## src/rtl/core/skt_pkg.sv

```systemverilog
`default_nettype none

package skt_pkg;

  // Operation codes carried on the request channel
  localparam logic [1:0] OP_INSERT = 2'd0;
  localparam logic [1:0] OP_DELETE = 2'd1;
  localparam logic [1:0] OP_DUMP   = 2'd2;

  // Width of the record count field on the result channel
  localparam int unsigned COUNT_W = 5;

  typedef enum logic [1:0] {
    ST_OK        = 2'd0,
    ST_NOT_FOUND = 2'd1,
    ST_FULL      = 2'd2,
    ST_EMPTY     = 2'd3
  } status_e;

  typedef struct packed {
    logic signed [31:0] key;
    logic [31:0]        score;
  } record_t;

endpackage

`default_nettype wire

```

## src/rtl/core/skt_if.sv

```systemverilog
`default_nettype none

// Request channel
interface skt_in_if;
  logic               valid;
  logic               ready;
  logic [1:0]         operation;
  logic signed [31:0] key;
  logic [31:0]        score;

  modport source (output valid, output operation, output key, output score, input ready);
  modport sink (input valid, input operation, input key, input score, output ready);
endinterface

// Result channel
interface skt_out_if;
  logic               valid;
  logic               ready;
  logic [1:0]         status;
  logic signed [31:0] rec_key;
  logic [31:0]        rec_score;
  logic [4:0]         record_count;
  logic               last;

  modport source (output valid, output status, output rec_key, output rec_score,
                  output record_count, output last, input ready);
  modport sink (input valid, input status, input rec_key, input rec_score,
                input record_count, input last, output ready);
endinterface

`default_nettype wire

```

## src/rtl/core/sorted_key_table.sv

```systemverilog
// Sorted key table: holds up to DEPTH records (signed key, 32-bit score) in
// ascending key order, in one single-port-write, single-port-read memory.
// Request channel in_i: operation insert, delete by key, or dump. Result
// channel out_o: one result per insert or delete, one result per record on
// a dump (last set on the final one), or one empty result for a dump of an
// empty table. record_count reports the records held after the operation.
// One shared compare unit walks the memory, one entry per cycle. An
// insert walks from the top entry down to its slot and moves each larger
// or equal entry up as it goes. A delete scans all count entries, closing
// the gap behind the match. A dump streams one record per cycle while the
// receiver takes them. Full and empty cases are answered from the idle
// state without a walk; an unused operation code is dropped.
// A new request is taken only while the sequencer is idle and the result
// register is empty or being drained in that cycle.
// Reset clears the record count and the sequencer; memory contents are
// not cleared, since entries past the count are never read.
// When the receiver stalls, the result register holds its transaction and
// a dump pauses on the current record until it is taken.
`default_nettype none

module sorted_key_table import skt_pkg::*; #(
  parameter int unsigned DEPTH = 16
) (
  input  wire logic  clk_i,
  input  wire logic  rst_ni,
  skt_in_if.sink     in_i,
  skt_out_if.source  out_o
);

  localparam int unsigned AW = (DEPTH > 1) ? $clog2(DEPTH) : 1;
  localparam int unsigned CW = $clog2(DEPTH + 1);

  typedef enum logic [2:0] {
    S_IDLE,
    S_INS,
    S_PLACE,
    S_DEL,
    S_DUMP
  } state_e;

  state_e             state_q, state_d;
  logic [AW-1:0]      idx_q, idx_d;
  logic [CW-1:0]      cnt_q, cnt_d;
  logic               found_q, found_d;
  logic signed [31:0] key_q, key_d;
  logic [31:0]        score_q, score_d;

  logic               out_valid_q, out_valid_d;
  status_e            out_status_q, out_status_d;
  logic signed [31:0] out_key_q, out_key_d;
  logic [31:0]        out_score_q, out_score_d;
  logic [COUNT_W-1:0] out_count_q, out_count_d;
  logic               out_last_q, out_last_d;

  logic               we;
  logic [AW-1:0]      waddr;
  record_t            wdata;
  logic [AW-1:0]      raddr;
  record_t            rdata;

  logic               out_free;
  logic               in_ready;
  logic [CW-1:0]      cnt_p1;
  logic [CW-1:0]      cnt_m1;
  logic [AW-1:0]      top_idx;
  logic               at_end;
  logic               key_ge;
  logic               key_eq;

  skt_store #(
    .DEPTH (DEPTH),
    .AW    (AW)
  ) u_store (
    .clk_i   (clk_i),
    .we_i    (we),
    .waddr_i (waddr),
    .wdata_i (wdata),
    .raddr_i (raddr),
    .rdata_o (rdata)
  );

  assign out_free = !out_valid_q || out_o.ready;
  assign cnt_p1   = CW'(cnt_q + 1'b1);
  assign cnt_m1   = CW'(cnt_q - 1'b1);
  assign top_idx  = cnt_m1[AW-1:0];
  assign at_end   = (CW'(idx_q) == cnt_m1);

  // Shared compare unit on the entry read last cycle
  assign key_ge = ($signed(rdata.key) >= key_q);
  assign key_eq = (rdata.key == key_q);

  // Sequencer
  always_comb begin
    state_d     = state_q;
    idx_d       = idx_q;
    cnt_d       = cnt_q;
    found_d     = found_q;
    key_d       = key_q;
    score_d     = score_q;
    out_valid_d = out_valid_q && !out_o.ready;
    out_status_d = out_status_q;
    out_key_d   = out_key_q;
    out_score_d = out_score_q;
    out_count_d = out_count_q;
    out_last_d  = out_last_q;
    we          = 1'b0;
    waddr       = idx_q;
    wdata       = rdata;
    raddr       = idx_q;
    in_ready    = 1'b0;

    case (state_q)
      S_IDLE: begin
        in_ready = out_free;
        if (in_i.valid && out_free) begin
          key_d   = in_i.key;
          score_d = in_i.score;
          case (in_i.operation)
            OP_INSERT: begin
              if (cnt_q >= CW'(DEPTH)) begin
                out_valid_d  = 1'b1;
                out_status_d = ST_FULL;
                out_key_d    = in_i.key;
                out_score_d  = '0;
                out_count_d  = COUNT_W'(cnt_q);
                out_last_d   = 1'b1;
              end else if (cnt_q == '0) begin
                // Empty table: write straight to the first slot
                we           = 1'b1;
                waddr        = '0;
                wdata        = '{key: in_i.key, score: in_i.score};
                cnt_d        = cnt_p1;
                out_valid_d  = 1'b1;
                out_status_d = ST_OK;
                out_key_d    = in_i.key;
                out_score_d  = '0;
                out_count_d  = COUNT_W'(cnt_p1);
                out_last_d   = 1'b1;
              end else begin
                idx_d   = top_idx;
                raddr   = top_idx;
                state_d = S_INS;
              end
            end
            OP_DELETE: begin
              if (cnt_q == '0) begin
                out_valid_d  = 1'b1;
                out_status_d = ST_NOT_FOUND;
                out_key_d    = in_i.key;
                out_score_d  = '0;
                out_count_d  = COUNT_W'(cnt_q);
                out_last_d   = 1'b1;
              end else begin
                idx_d   = '0;
                raddr   = '0;
                found_d = 1'b0;
                state_d = S_DEL;
              end
            end
            OP_DUMP: begin
              if (cnt_q == '0) begin
                out_valid_d  = 1'b1;
                out_status_d = ST_EMPTY;
                out_key_d    = in_i.key;
                out_score_d  = '0;
                out_count_d  = '0;
                out_last_d   = 1'b1;
              end else begin
                idx_d   = '0;
                raddr   = '0;
                state_d = S_DUMP;
              end
            end
            default: begin
              // Unused code: drop the transaction
            end
          endcase
        end
      end

      S_INS: begin
        // Walk down: move larger-or-equal entries up one slot
        we    = 1'b1;
        waddr = AW'(idx_q + 1'b1);
        if (key_ge) begin
          wdata = rdata;
          if (idx_q == '0) begin
            state_d = S_PLACE;
          end else begin
            idx_d = AW'(idx_q - 1'b1);
            raddr = AW'(idx_q - 1'b1);
          end
        end else begin
          wdata        = '{key: key_q, score: score_q};
          cnt_d        = cnt_p1;
          out_valid_d  = 1'b1;
          out_status_d = ST_OK;
          out_key_d    = key_q;
          out_score_d  = '0;
          out_count_d  = COUNT_W'(cnt_p1);
          out_last_d   = 1'b1;
          state_d      = S_IDLE;
        end
      end

      S_PLACE: begin
        // New record goes to the bottom slot
        we           = 1'b1;
        waddr        = '0;
        wdata        = '{key: key_q, score: score_q};
        cnt_d        = cnt_p1;
        out_valid_d  = 1'b1;
        out_status_d = ST_OK;
        out_key_d    = key_q;
        out_score_d  = '0;
        out_count_d  = COUNT_W'(cnt_p1);
        out_last_d   = 1'b1;
        state_d      = S_IDLE;
      end

      S_DEL: begin
        // Walk up: after the first match, move each entry down one slot
        if (found_q) begin
          we    = 1'b1;
          waddr = AW'(idx_q - 1'b1);
          wdata = rdata;
        end else if (key_eq) begin
          found_d = 1'b1;
        end
        if (at_end) begin
          out_valid_d = 1'b1;
          out_key_d   = key_q;
          out_score_d = '0;
          out_last_d  = 1'b1;
          state_d     = S_IDLE;
          if (found_q || key_eq) begin
            cnt_d        = cnt_m1;
            out_status_d = ST_OK;
            out_count_d  = COUNT_W'(cnt_m1);
          end else begin
            out_status_d = ST_NOT_FOUND;
            out_count_d  = COUNT_W'(cnt_q);
          end
        end else begin
          idx_d = AW'(idx_q + 1'b1);
          raddr = AW'(idx_q + 1'b1);
        end
      end

      S_DUMP: begin
        // Stream one record per free result slot; hold the read otherwise
        if (out_free) begin
          out_valid_d  = 1'b1;
          out_status_d = ST_OK;
          out_key_d    = rdata.key;
          out_score_d  = rdata.score;
          out_count_d  = COUNT_W'(cnt_q);
          out_last_d   = at_end;
          if (at_end) begin
            state_d = S_IDLE;
          end else begin
            idx_d = AW'(idx_q + 1'b1);
            raddr = AW'(idx_q + 1'b1);
          end
        end
      end

      default: begin
        state_d = S_IDLE;
      end
    endcase
  end

  // State and result registers
  always_ff @(posedge clk_i or negedge rst_ni) begin
    if (!rst_ni) begin
      state_q      <= S_IDLE;
      idx_q        <= '0;
      cnt_q        <= '0;
      found_q      <= 1'b0;
      key_q        <= '0;
      score_q      <= '0;
      out_valid_q  <= 1'b0;
      out_status_q <= ST_OK;
      out_key_q    <= '0;
      out_score_q  <= '0;
      out_count_q  <= '0;
      out_last_q   <= 1'b0;
    end else begin
      state_q      <= state_d;
      idx_q        <= idx_d;
      cnt_q        <= cnt_d;
      found_q      <= found_d;
      key_q        <= key_d;
      score_q      <= score_d;
      out_valid_q  <= out_valid_d;
      out_status_q <= out_status_d;
      out_key_q    <= out_key_d;
      out_score_q  <= out_score_d;
      out_count_q  <= out_count_d;
      out_last_q   <= out_last_d;
    end
  end

  assign in_i.ready         = in_ready;
  assign out_o.valid        = out_valid_q;
  assign out_o.status       = out_status_q;
  assign out_o.rec_key      = out_key_q;
  assign out_o.rec_score    = out_score_q;
  assign out_o.record_count = out_count_q;
  assign out_o.last         = out_last_q;

endmodule

`default_nettype wire

```

## src/rtl/core/skt_store.sv

```systemverilog
`default_nettype none

module skt_store import skt_pkg::*; #(
  parameter int unsigned DEPTH = 16,
  parameter int unsigned AW    = 4
) (
  input  wire logic          clk_i,
  input  wire logic          we_i,
  input  wire logic [AW-1:0] waddr_i,
  input  wire record_t       wdata_i,
  input  wire logic [AW-1:0] raddr_i,
  output record_t            rdata_o
);

  record_t mem_q [DEPTH];
  record_t rdata_q;

  // One write port, one registered read port
  always_ff @(posedge clk_i) begin
    if (we_i) begin
      mem_q[waddr_i] <= wdata_i;
    end
    rdata_q <= mem_q[raddr_i];
  end

  assign rdata_o = rdata_q;

endmodule

`default_nettype wire

```

## src/flat_wrapper.sv

```systemverilog
// flat-port wrapper written by rule: the top's interface ports become plain ports
module sorted_key_table_flat import skt_pkg::*;
#(
  parameter int unsigned DEPTH = 16
)
  (clk_i, rst_ni, in_i_valid, in_i_operation, in_i_key, in_i_score, in_i_ready, out_o_valid, out_o_status, out_o_rec_key, out_o_rec_score, out_o_record_count, out_o_last, out_o_ready);
  skt_in_if in_i_i ();
  skt_out_if out_o_i ();
  input  wire logic clk_i;
  input  wire logic rst_ni;
  input wire logic [$bits(in_i_i.valid)-1:0] in_i_valid;
  input wire logic [$bits(in_i_i.operation)-1:0] in_i_operation;
  input wire logic [$bits(in_i_i.key)-1:0] in_i_key;
  input wire logic [$bits(in_i_i.score)-1:0] in_i_score;
  output wire logic [$bits(in_i_i.ready)-1:0] in_i_ready;
  output wire logic [$bits(out_o_i.valid)-1:0] out_o_valid;
  output wire logic [$bits(out_o_i.status)-1:0] out_o_status;
  output wire logic [$bits(out_o_i.rec_key)-1:0] out_o_rec_key;
  output wire logic [$bits(out_o_i.rec_score)-1:0] out_o_rec_score;
  output wire logic [$bits(out_o_i.record_count)-1:0] out_o_record_count;
  output wire logic [$bits(out_o_i.last)-1:0] out_o_last;
  input wire logic [$bits(out_o_i.ready)-1:0] out_o_ready;
  assign in_i_i.valid = in_i_valid;
  assign in_i_i.operation = in_i_operation;
  assign in_i_i.key = in_i_key;
  assign in_i_i.score = in_i_score;
  assign in_i_ready = in_i_i.ready;
  assign out_o_valid = out_o_i.valid;
  assign out_o_status = out_o_i.status;
  assign out_o_rec_key = out_o_i.rec_key;
  assign out_o_rec_score = out_o_i.rec_score;
  assign out_o_record_count = out_o_i.record_count;
  assign out_o_last = out_o_i.last;
  assign out_o_i.ready = out_o_ready;
  sorted_key_table #(.DEPTH(DEPTH)) u_core (.clk_i(clk_i), .rst_ni(rst_ni), .in_i(in_i_i), .out_o(out_o_i));
endmodule
```

## config.mk

```make
export PLATFORM = sky130hd
export DESIGN_NAME = sorted_key_table_flat
export DESIGN_NICKNAME = d
export VERILOG_FILES = /design/src/rtl/core/skt_pkg.sv /design/src/rtl/core/skt_if.sv /design/src/rtl/core/sorted_key_table.sv /design/src/rtl/core/skt_store.sv /design/src/flat_wrapper.sv
export SDC_FILE = /design/constraint.sdc
export NUM_CORES = 2
export LEC_CHECK = 0
export BUFFER_PORTS_ARGS = -buffer_cell sky130_fd_sc_hd__buf_4
export CORE_ASPECT_RATIO = 1.25
export CORE_MARGIN = 8
export CORE_UTILIZATION = 30
export DETAILED_ROUTE_END_ITERATION = 6
export PLACE_DENSITY = 0.46
export SLEW_MARGIN = 20
export SYNTH_ARGS = -nofsm -noshare
export SYNTH_HDL_FRONTEND = slang
export SYNTH_SLANG_ARGS = --single-unit
```

## constraint.sdc

```tcl
create_clock -name clk_i -period 5.7 [get_ports clk_i]
set_input_delay 1.14 -clock clk_i [delete_from_list [all_inputs] [get_ports clk_i]]
set_output_delay 1.14 -clock clk_i [all_outputs]
set_load 0.1 [all_outputs]
```

**Word-level counts from Yosys, hierarchy flattened**

Memory sizes are Yosys's and may differ from the RTL's. A register that Yosys moved wholly into a read port is not among the register bits.
Cells that the tools add are included.

- Register bits: 150
- RAM bits: 1024
- Output and inout bits: 74
- Memories: 1
- Bits of input ports: 70

Memories:

| memory | depth | width | rd ports | clocked after memory_dff | write ports | line | source |
|---|---|---|---|---|---|---|---|
| u_core.u_store.mem_q | 16 | 64 | 1 | 1 | 1 | skt_store.sv:15 | `record_t mem_q [DEPTH];` |

- Mux-type cells: 106
- Reductions and logical operators: 21
- Eq/ne operators: 27
- Add/sub/neg operators: 4
- $lt $le $gt $ge: 2

Operator list:

| kind | number |
|---|---|
| $mux 32 | 12 |
| $mux 64 | 5 |
| $pmux 32 s5 | 2 |
| $pmux 64 s3 | 1 |
| $pmux 32 s2 | 2 |
| $mux 5 | 12 |
| $mux 4 | 13 |
| $eq 32x32->1 | 1 |
| $ge 32x32->1 | 1 |
| $pmux 4 s4 | 2 |
| $mux 3 | 9 |
| $mux 1 | 26 |
| $pmux 5 s5 | 1 |
| $pmux 5 s4 | 1 |
| $ne 3x3->1 const B | 6 |
| $mux 2 | 8 |
| $pmux 5 s3 | 1 |
| $pmux 3 s4 | 1 |
| $ne 2x2->1 const B | 5 |
| $pmux 1 s5 | 2 |
| $pmux 2 s5 | 1 |
| $pmux 3 s3 | 1 |
| $reduce_and 9->1 | 1 |
| $ne 2x1->1 const B | 4 |
| 34 further kinds | 42 |

**Logic depth before layout (Yosys ltp)**

- Depth after elaboration: 8
- Depth in mapped cells: 19
- Depth with buffers taken out: 13

**By module**

From an unflattened synthesis, not the netlist that was laid out.

- Cells, all modules: 2604
- Area total of the unflattened synthesis: 49291.0 µm²

Modules (own cells, without submodules):

| module | instances | cells each | area an instance (µm²) |
|---|---|---|---|
| skt_store | 1 | 1647 | 39581.7 |
| sorted_key_table | 1 | 957 | 9709.3 |

**Least setup slack after synthesis**

Ideal clock, no wire load.

- Path kind: input-to-reg
- From: input port in_i_operation[0]
- To: memory u_core.u_store.mem_q[14][0] in the netlist's numbering (enable)
- Cell stages on the path: 9
- Data arrival time: 5242 ps
- Library setup time: 486 ps
- Required time: 5214 ps
- Setup slack: -28 ps
- Path through: inv_1 -> ha_1 -> and4_1 -> o311ai_0 -> o21ai_0 -> o21ai_0 -> and2_1 -> inv_1 -> nor2_1

- Cells in the longest elaborated chain, start to end: 6

RTL lines:

| element | line | source |
|---|---|---|
| start: declaration | flat_wrapper.sv:12 | `input wire logic [$bits(in_i_i.operation)-1:0] in_i_operation;` |
| $logic_not 2->1 * | sorted_key_table.sv:118 | `case (in_i.operation)` |
| $mux 1 | sorted_key_table.sv:118 |  |
| $mux 1 | sorted_key_table.sv:115 | `if (in_i.valid && out_free) begin` |
| $pmux 1 s3 | sorted_key_table.sv:112 | `case (state_q)` |
| $mux 1 | skt_store.sv:20 | `if (we_i) begin` |
| $mux 1 (not written as such) | skt_store.sv:21 | `mem_q[waddr_i] <= wdata_i;` |
| end: declaration | skt_store.sv:15 |  |

Mark *: on every way between the ends. The rest lies on a longest branch, timed or not.

**Worst setup path after layout**

- From: register u_core.cnt_q[1]
- To: register, netlist name u_core.u_store.rdata_o[38]

- Cells in the longest elaborated chain, start to end: 6

RTL lines:

| element | line | source |
|---|---|---|
| start: declaration | sorted_key_table.sv:43 | `logic [CW-1:0] cnt_q, cnt_d;` |
| start signal: assignment | sorted_key_table.sv:292 | `cnt_q <= cnt_d;` |
| $sub 5x1->5 or $logic_not 5->1 (tied branches) | n/a |  |
| $mux 4 | n/a |  |
| $mux 4 | sorted_key_table.sv:120 | `if (cnt_q >= CW'(DEPTH)) begin` |
| $pmux 4 s2 | n/a |  |
| $mux 4 | sorted_key_table.sv:115 |  |
| $pmux 4 s4 * | sorted_key_table.sv:112 |  |
| named net u_core.idx_d[1] | sorted_key_table.sv:42 | `logic [AW-1:0] idx_q, idx_d;` |

Mark *: on every way through the listed nets, which the timed path passes. The rest lies on a longest branch.
A chain may end at the register's enable or synchronous reset.

==> flow_summary.yaml <==
setup_path:
  cp.required_ps: 6310
  cp-end-kind: "flip-flop"
  arrival_ps: 5440
  worstSetupStartpointType: "flip-flop"
  path_max_fanout: 16
  crit_type: "flip-flop to flip-flop"
  r2r_start: "u_core.cnt_q[1]"
  crit_start: "u_core.cnt_q[1]"
  reg2reg_setup_slack_ps: 870
  rr_worst_depth: 13
  r2r_end: "u_core.u_store.rdata_o[38]"
route:
  dr.pass1.iters: 6
  wire_per_inst_um: 25.6
  first_iter_violations: 2187
  routed_wl_mm: 144
  drc: 0
  vias: 28200
  vias_per_cell: 5.03
  ant_nets: 0
sta:
  min_period_over_period_pct: 84.7
  rsz0062_at_grt: "false"
  setup_violations: 0
  worst_slew_pin_slew_ps: 1100
  max_freq_ghz: 0.207
  period_needed_ps: 4830
  hold_slack_ps: 333
  drv_slew: 0
  fin_skew_ps: 24.7
  timing.slew.headroom_pct: 26.5
  hold_viol: 0
layout:
  drive_gt1_share_pct: 20.1
  area_delta_synth_final_pct: 18.3
  fill_cells: 15600
  final_cell_mix: "1,024 x edfxtp_1, 385 x mux2i_1, 206 x buf_4, 201 x o22ai_1, 195 x mux2_2"
  final_common_cell: "edfxtp_1"
  fin_area_sq_um: 58900
  fin_nets: 3422
placement:
  dpl.hpwl_mm: 76.1
  globalplace.congestion: 0.762
  portBuffers: 143
  placed_area_sq_um: 54600
clocking:
  h-tree-depth: 4
  cts_resized: 0
  insertion_delay_ps: 760
  cts.sinks: 1238
  cts_root_buf: "clkbuf_16"
  clk_pin_slew_ps: 60
  cts_made_buffers: 133
  cts_buffer_depth: 3
  cts_hold_buf: 0
  cts_setup_buffers: 0
  cts_tree: "yes"
floorplan:
  io_pins: 144
  die_area_sq_um: 179000
  start_util_pct: 30.1
  coreArea_sq_um: 165000
  fp.dieH_um: 471
  rows: 167
  dieWidth_um: 380
yosys:
  syn_inst: 3104
  seq_area_frac_synth_pct: 71.9
  yosys_most_used_dff: "edfxtp_1"
  post_synth_num_cell_types: 74
  ys_seq_elements: 1238
  synth_edf_count: 1024
  synth_area_sq_um: 49800
  synth_fp_nets: 3215
  synth_warnings: 0
  async_flop_share_pct: 12.1
  avgSynthCellArea_sq_um: 16.0
global_routing:
  grt_pass1_vias: 28600
  grt_max_degree: 82
  antenna_found_initial: 6
  grt_usage_pct: 15.6
  grt_overflow: 0
  grt_pass1_wl_mm: 207
run_status:
  status: "finished clean"
flow_run:
  maxCapViolCount: 0
worst_hold_path:
  hold_path.class: "input port to asynchronous set/reset pin"
==> state kept, by name, summed over array words and instances, names as in the netlist, 3 cells and up <==
name                       count
u_core.out_o.record_count      5
u_core.idx_q                   4
u_core.u_store.mem_q        1024
u_core.state_q                 3
u_core.key_q                  32
u_core.cnt_q                   5
u_core.out_o.rec_key          32
u_core.u_store.rdata_o        64
u_core.score_q                32
u_core.out_o.rec_score        32
==> metrics by stage <==
step	utilization, %	setup TNS, ps	setup slack, ps	instances
finish	35.6	0	870	5618
global route	35.6	0	627	5617
CTS	35.6	0	863	5616
detailed placement	33.0	0	394	5373
global placement	33.0	0	451	5373
floorplan	-	-5160	-26.9	3104
==> synthesized netlist by cell type, types with 13 or more instances <==
library cell / number / area, sq um
a21oi_1: 57 / 285
a222oi_1: 13 / 130
a22o_1: 97 / 850
a22oi_1: 67 / 503
buf_2: 66 / 330
clkbuf_1: 103 / 387
dfrtp_1: 150 / 3750
dfxtp_1: 64 / 1280
edfxtp_1: 1024 / 30700
ha_1: 41 / 513
inv_1: 52 / 195
mux2_2: 195 / 2200
mux2i_1: 385 / 3850
nand2_1: 168 / 631
nand2b_1: 13 / 81.3
nand3_1: 37 / 185
nor2_1: 57 / 214
o21ai_0: 33 / 165
o22ai_1: 201 / 1260
o2bb2ai_1: 33 / 289
o31ai_1: 24 / 180
or4_1: 66 / 495
==> kinds of logic (layout without fill, tap and decap cells) <==
kind of cell	count (synthesis)	after routing	share of synthesized area, %
flip-flops	1238	1238	71.9
multiplexers	580	580	12.2
AO/OA/AOI/OAI	579	579	8.24
AND/OR/NAND/NOR	399	399	4.07
buffers and inverters	246	561	2.24
adder cells (fa/ha/maj)	42	42	1.05
XOR/XNOR	20	20	0.352
other	0	2	0
==> layer usage <==
layer,GRT usage [%],up-vias,part of all wire (%)
met2,24.4,700,45
met4,4.04,0,2.0
met3,2.77,190,4.8
li1,-,12700,-
met5,0,-,0
met1,22.3,14600,48
==> worst max-delay path, stage by stage, from the launching register on <==
cell	delay, ps
dfrtp_1	450
inv_1	110
ha_1	330
nor3b_2	560
nand3_1	170
a211o_1	470
a311o_2	460
nor4bb_1	230
or3_1	430
clkinv_4	180
nand3_4	360
buf_4	320
o22ai_1	90
or4_1	500
==> final cells by class <==
type,instances,area (sq um),share of cell area [%]
Antenna cell,2,5.00,0.00850
Sequential cell,1238,35800,60.8
Multi-Input combinational cell,1620,13100,22.3
Clock buffer,194,3840,6.51
Clock inverter,49,487,0.826
Timing Repair Buffer,264,2700,4.59
Tap cell,2197,2750,4.67
Inverter,54,208,0.353
==> worst max path at each step <==
| stage | slack (ps) | endpoint | cells past startpoint |
|---|---|---|---|
| floorplan | -30 | u_core.u_store.mem_q[12][0] | 9 |
| global placement | 450 | u_core.u_store.rdata_o[22] | 15 |
| detailed placement | 390 | u_core.u_store.rdata_o[42] | 15 |
| CTS | 860 | u_core.u_store.rdata_o[32] | 13 |
| global route | 630 | u_core.u_store.rdata_o[33] | 13 |
| finish | 870 | u_core.u_store.rdata_o[38] | 13 |
Power is left out: the tool's default activity adds up to more than one toggle a clock period on the data nets, which glitch-free logic cannot reach.
